--- src/sv/lep_pkg.sv ---
// Shared types and constants for the Lyapunov exponent pixel unit.
package lep_pkg;

   typedef struct packed {
      logic [25:0] rate_a;
      logic [25:0] rate_b;
   } req_payload_type;

   typedef struct packed {
      logic signed [21:0] exponent;
      logic               saturated;
   } rsp_payload_type;

   localparam logic [1:0] CSR_PATTERN_BITS   = 2'd0;
   localparam logic [1:0] CSR_PATTERN_LENGTH = 2'd1;
   localparam logic [1:0] CSR_STEP_COUNT     = 2'd2;

   localparam logic [15:0] RST_PATTERN_BITS   = 16'd116;
   localparam logic [4:0]  RST_PATTERN_LENGTH = 5'd8;
   localparam logic [15:0] RST_STEP_COUNT     = 16'd1000;

   // fractional bits of rates and orbit value
   localparam int FRAC_BITS = 24;

   // ln2 in Q0.32
   localparam logic [31:0] LN2_Q32 = 32'd2977044472;
   localparam int LOG_FRAC = 20;
   localparam logic signed [47:0] TERM_MIN = -48'sd2097152;
   localparam logic signed [47:0] EXP_MIN  = -48'sd2097152;
   localparam logic signed [47:0] EXP_MAX  = 48'sd2097151;

   typedef enum logic [3:0] {
      ST_IDLE,
      ST_MUL_P,
      ST_MUL_V,
      ST_MUL_M,
      ST_NORM,
      ST_SQUARE,
      ST_LN,
      ST_ACC,
      ST_DIV,
      ST_DONE
   } state_type;

   typedef struct packed {
      logic load;
      logic mul_p;
      logic mul_v;
      logic mul_m;
      logic norm;
      logic square;
      logic ln;
      logic acc;
      logic div_start;
      logic div_step;
      logic finish;
   } cmd_type;

   typedef struct packed {
      logic zero_steps;
      logic steps_left;
      logic square_last;
      logic div_last;
   } status_type;

endpackage

--- src/sv/lep_ctrl.sv ---
// Sequencer for the orbit iteration, log evaluation and final divide.
module lep_ctrl (
   input  logic                  clock,
   input  logic                  reset,
   input  logic                  req_valid,
   output logic                  req_stall,
   output logic                  rsp_valid,
   input  logic                  rsp_stall,
   input  lep_pkg::status_type   status,
   output lep_pkg::cmd_type      cmd
);

   lep_pkg::state_type state_ff, state_in;

   always_ff @(posedge clock) begin
      if (reset) begin
         state_ff <= lep_pkg::ST_IDLE;
      end else begin
         state_ff <= state_in;
      end
   end

   always_comb begin
      state_in  = state_ff;
      cmd       = '0;
      req_stall = 1'b1;
      rsp_valid = 1'b0;
      case (state_ff)
         lep_pkg::ST_IDLE: begin
            req_stall = 1'b0;
            if (req_valid) begin
               cmd.load = 1'b1;
               state_in = status.zero_steps ? lep_pkg::ST_DIV : lep_pkg::ST_MUL_P;
               cmd.div_start = status.zero_steps;
            end
         end
         lep_pkg::ST_MUL_P: begin
            cmd.mul_p = 1'b1;
            state_in  = lep_pkg::ST_MUL_V;
         end
         lep_pkg::ST_MUL_V: begin
            cmd.mul_v = 1'b1;
            state_in  = lep_pkg::ST_MUL_M;
         end
         lep_pkg::ST_MUL_M: begin
            cmd.mul_m = 1'b1;
            state_in  = lep_pkg::ST_NORM;
         end
         lep_pkg::ST_NORM: begin
            cmd.norm = 1'b1;
            state_in = lep_pkg::ST_SQUARE;
         end
         lep_pkg::ST_SQUARE: begin
            cmd.square = 1'b1;
            if (status.square_last) begin
               state_in = lep_pkg::ST_LN;
            end
         end
         lep_pkg::ST_LN: begin
            cmd.ln   = 1'b1;
            state_in = lep_pkg::ST_ACC;
         end
         lep_pkg::ST_ACC: begin
            cmd.acc = 1'b1;
            if (status.steps_left) begin
               state_in = lep_pkg::ST_MUL_P;
            end else begin
               cmd.div_start = 1'b1;
               state_in      = lep_pkg::ST_DIV;
            end
         end
         lep_pkg::ST_DIV: begin
            cmd.div_step = 1'b1;
            if (status.div_last) begin
               state_in = lep_pkg::ST_DONE;
            end
         end
         lep_pkg::ST_DONE: begin
            cmd.finish = 1'b1;
            rsp_valid  = 1'b1;
            if (!rsp_stall) begin
               state_in = lep_pkg::ST_IDLE;
            end
         end
         default: state_in = lep_pkg::ST_IDLE;
      endcase
   end

endmodule

--- config.mk ---
export PLATFORM = sky130hd
export DESIGN_NAME = lep_ctrl
export DESIGN_NICKNAME = d
export VERILOG_FILES = /design/src/sv/lep_pkg.sv /design/src/sv/lep_ctrl.sv
export SDC_FILE = /design/constraint.sdc
export NUM_CORES = 1
export LEC_CHECK = 0
export ABC_AREA = 1
export BUFFER_PORTS_ARGS = -buffer_cell sky130_fd_sc_hd__buf_2
export CORE_AREA = 3 3 40 42
export CTS_CLUSTER_SIZE = 30
export DETAILED_ROUTE_END_ITERATION = 12
export DIE_AREA = 0 0 43 45
export MAX_ROUTING_LAYER = met4
export PLACE_DENSITY = 0.61
export RECOVER_POWER = 25
export SLEW_MARGIN = 20
export SYNTH_ARGS = -nofsm -noshare
export SYNTH_HDL_FRONTEND = slang
export SYNTH_SLANG_ARGS = --single-unit
--- constraint.sdc ---
create_clock -name clock -period 1.39 [get_ports clock]
set_input_delay 0.139 -clock clock [delete_from_list [all_inputs] [get_ports clock]]
set_output_delay 0.139 -clock clock [all_outputs]
set_load 0.005 [all_outputs]
; Word level (Yosys, flattened, before mapping)
; Index checks and enable logic that the tools add are counted.
[word_totals]
ramBits = 0
mem_bits_ro = 0
mem_count = 0
out_inout_bits = 13
reg_bits = 4
word_cells = 38
latch_bits = 0
in_bits = 8
[classes]
n_mul = 0
eq_ne = 13
n_bitwise = 0
reduce_logical = 2
shift = 0
magnitude_cmp = 0
addsub = 0
div_mod_pow = 0
muxes = 22
[op_table]
columns = op, n
row1 = $pmux 4 s10, 1
row2 = $mux 4, 6
row3 = $eq 4x3->1 const B, 4
row4 = $mux 1, 14
row5 = $eq 4x2->1 const B, 2
row6 = $eq 4x4->1 const B, 2
row7 = $ne 2x2->1 const B, 4
row8 = $eq 4x1->1 const B, 1
row9 = $logic_not 4->1, 1
row10 = $reduce_and 4->1, 1
row11 = $pmux 1 s2, 1

; Longest topological paths before layout
[logic_depth]
depth_word = 3
ltp_mapped = 8

; Worst setup path before layout
; OpenSTA, ideal clock, no wires.
[synth_path]
path_kind = register -> output
start = reg state_ff[0]
end = out cmd[0] (netlist name)
t_required_ns = 1.251
stages_incl_launch_ff = 6
arrival_ns = 1.036
path_slack_ns = 0.215
path_cell_list = dfxtp_1 -> inv_1 -> nor2_2 -> inv_1 -> nor3_1 -> buf_4
[synth_via]
elab_chain_cells = 2
[synth_rtl]
columns = element, line
row1 = from (decl), lep_ctrl.sv:13  ; lep_pkg::state_type state_ff, state_in;
row2 = from (signal assigned), lep_ctrl.sv:17  ; state_ff <= lep_pkg::ST_IDLE;
row3 = from (signal assigned), lep_ctrl.sv:19  ; state_ff <= state_in;
row4 = $eq 4x4->1, n/a
row5 = $mux 1, n/a
row6 = to (decl), lep_ctrl.sv:10  ; output lep_pkg::cmd_type cmd
; No other way between the ends.

==> reports/results.ini <==
[run_status]
status=completed

[drt]
wirelength_mm=1.082
num_vias=497
remaining_drc_errors=0
wl_per_cell_um=9.927
firstDrtPassIters=4
antenna_left=0
first_iter_violations=6
avgViaCountPerCell=4.560

[worst_setup_path]
cp_top_family=flip-flops
crit_arrival_ps=1210
path_depth=6
crit_type=reg2out
crit_path_start_kind=register
critPathRequiredTime_ps=1250
crit_path_start=state_ff[1]
crit_top_cell=nor2_4
rr_endpoint=state_ff[0]
path_buf_inv=2
slowest_stage=dfxtp_4
cp-end-kind=output pin
r2r_slack_ps=130
path_cells=nor2_4 -> inv_2 -> nor2_4 -> nand2_2 -> o21ai_2 -> buf_2
reg2reg_from=state_ff[2]
crit_path_end=cmd[2]
reg2reg_depth=8
max_stage_delay_ps=360
crit_fanout=4

[die]
ios=21
std_cell_rows=13
die-area_um2=1935
coreArea_um2=1285
fp.dieW_um=43
fp.dieH_um=45
initial_core_util_pct=28.72

[synth]
ys_ff_latch=4
syn_nets=77
ys_seq_area_share_pct=21.69
synth_area_um2=369.1
synth.avg_cell_area_um2=5.349
synth_warnings=0
yosysUniqueCellTypes=15
postSynthCellCount=69

[global_routing]
grt_pass1_vias=399
grt-ovfl-total=0
grt_max_degree=8
grt_pass1_wl_mm=1.573
track_usage_pct=11.23
antenna_found_initial=0

[clock_network]
clk_pin_slew_ps=40
hold_buffers=0
clock-sinks=4
htreeDepth=1
cts_tree=yes
cts_buffer_depth=2
cts_buffers=3
ctsRootBufferMaster=clkbuf_4
clk-insertion-delay-late_ps=240

[power]
p_seq_share_pct=22.0
share_clk_of_total_power_pct=15.1
power_report.internal_total_mw=0.5294
ir_drop_v=0.0007449
combPwrFrac_pct=62.9
p_per_area_nw_per_um2=1751
power.net_switching_mw=0.4718
p_sw_share_pct=47.12
p_leak_nw=0.3475
total_power_mw=1.001

[timing]
fin_crit_sh_pct=96.75
finalHoldViolCount=0
slew_viol_final=0
hold_slack_ps=94.60
fin_setup_tns_ps=0
setup_viol=0
max_freq_ghz=0.7436
max_slew_margin_pct=84.78
rsz0062_at_grt=yes
worstMarginPinSlew_ps=227.4
skew_ps=4.094
finalCriticalPeriod_ps=1345

[cells_and_area]
reg_top3=state_ff: 4 flops
nNetsFinal=104
seq_area_um2=92.59
fillers=159
largest_reg_flops=4
mostFrequentLayoutCell=buf_2
syn2layout_area_growth_pct=54.92
layout_common_cells=buf_2, inv_1, nor2_1, nand2_1, nand3_1
drive_above_1_share_pct=50.00
top_register=state_ff
antenna_cells=0
multiInputGateArea_um2=251.5

[min_path]
hold_class=in2reg

[placed_design]
gp_congestion=0.8409
port-buffer-count=20
place_hpwl_um=829.4

[job]
drv_cap=0

metrics by stage:
step / cells / utilization (%) / setup slack [ps] / cell area [um^2]
finish: 109 / 44.50 / 45.14 / 571.8
global route: 109 / 44.50 / -26.23 / 571.8
CTS: 107 / 40.41 / -14.00 / 519.2
detailed placement: 104 / 37.97 / 158.5 / 488.0
global placement: 104 / 37.97 / 188.6 / 488.0
floorplan: 69 / - / 214.7 / 369.1
cells in the mapped netlist (all sizes together):
| cell | instances | area (um^2) |
|---|---|---|
| o21ai | 3 | 15.01 |
| nor3 | 2 | 10.01 |
| nand3b | 1 | 7.510 |
| inv | 17 | 63.81 |
| buf | 1 | 7.510 |
| a21oi | 3 | 15.01 |
| dfxtp | 4 | 80.08 |
| nand4 | 1 | 6.260 |
| nor2 | 17 | 76.32 |
| nand3 | 6 | 30.03 |
| nand2 | 14 | 57.55 |
layout make-up:
class                   count  share of cell area, %
multi-input cells          47                  43.98
clock buffers               3                  3.939
repair buffers             23                  21.44
flip-flops and latches      4                  16.19
inverters                  17                  11.16
well taps                  15                  3.282
cell families after synthesis:
kind of cell	synth area share (%)
buffers and inverters	19.32
and+or+nand+nor	50.85
AOI/OAI and AO/OA	8.133
DFF	21.70
metal layers:
layer  track usage [%]  wire [um]
met5                 -          0
met4             9.036         25
met3             1.992        101
met2             15.57        468
met1             14.18        487
worst min-delay path by stage:
stage	from	to	slack (ps)	depth (start not counted)
2_1_floorplan	reset	state_ff[0]	210	1
3_3_place_gp	reset	state_ff[0]	350	2
3_5_place_dp	reset	state_ff[3]	360	2
4_1_cts	reset	state_ff[0]	90	2
5_1_grt	reset	state_ff[1]	110	2
6_report	reset	state_ff[3]	90	2
power groups by stage:
stage | logic [mW] | clock network [mW] | registers (mW)
global placement | 0.529 | 0 | 0.194
finish | 0.630 | 0.151 | 0.220
floorplan | 0.359 | 0 | 0.187
detailed placement | 0.525 | 0 | 0.194
global route | 0.712 | 0.158 | 0.225
CTS | 0.537 | 0.155 | 0.202
repair_timing:
item | CTS | global route
buffers inserted | 0 | 2
endpoints found under the setup margin | 4 | 5
resized for setup | 3 | 14
pin swaps | 0 | 4
(Power assumes the default switching activity.)
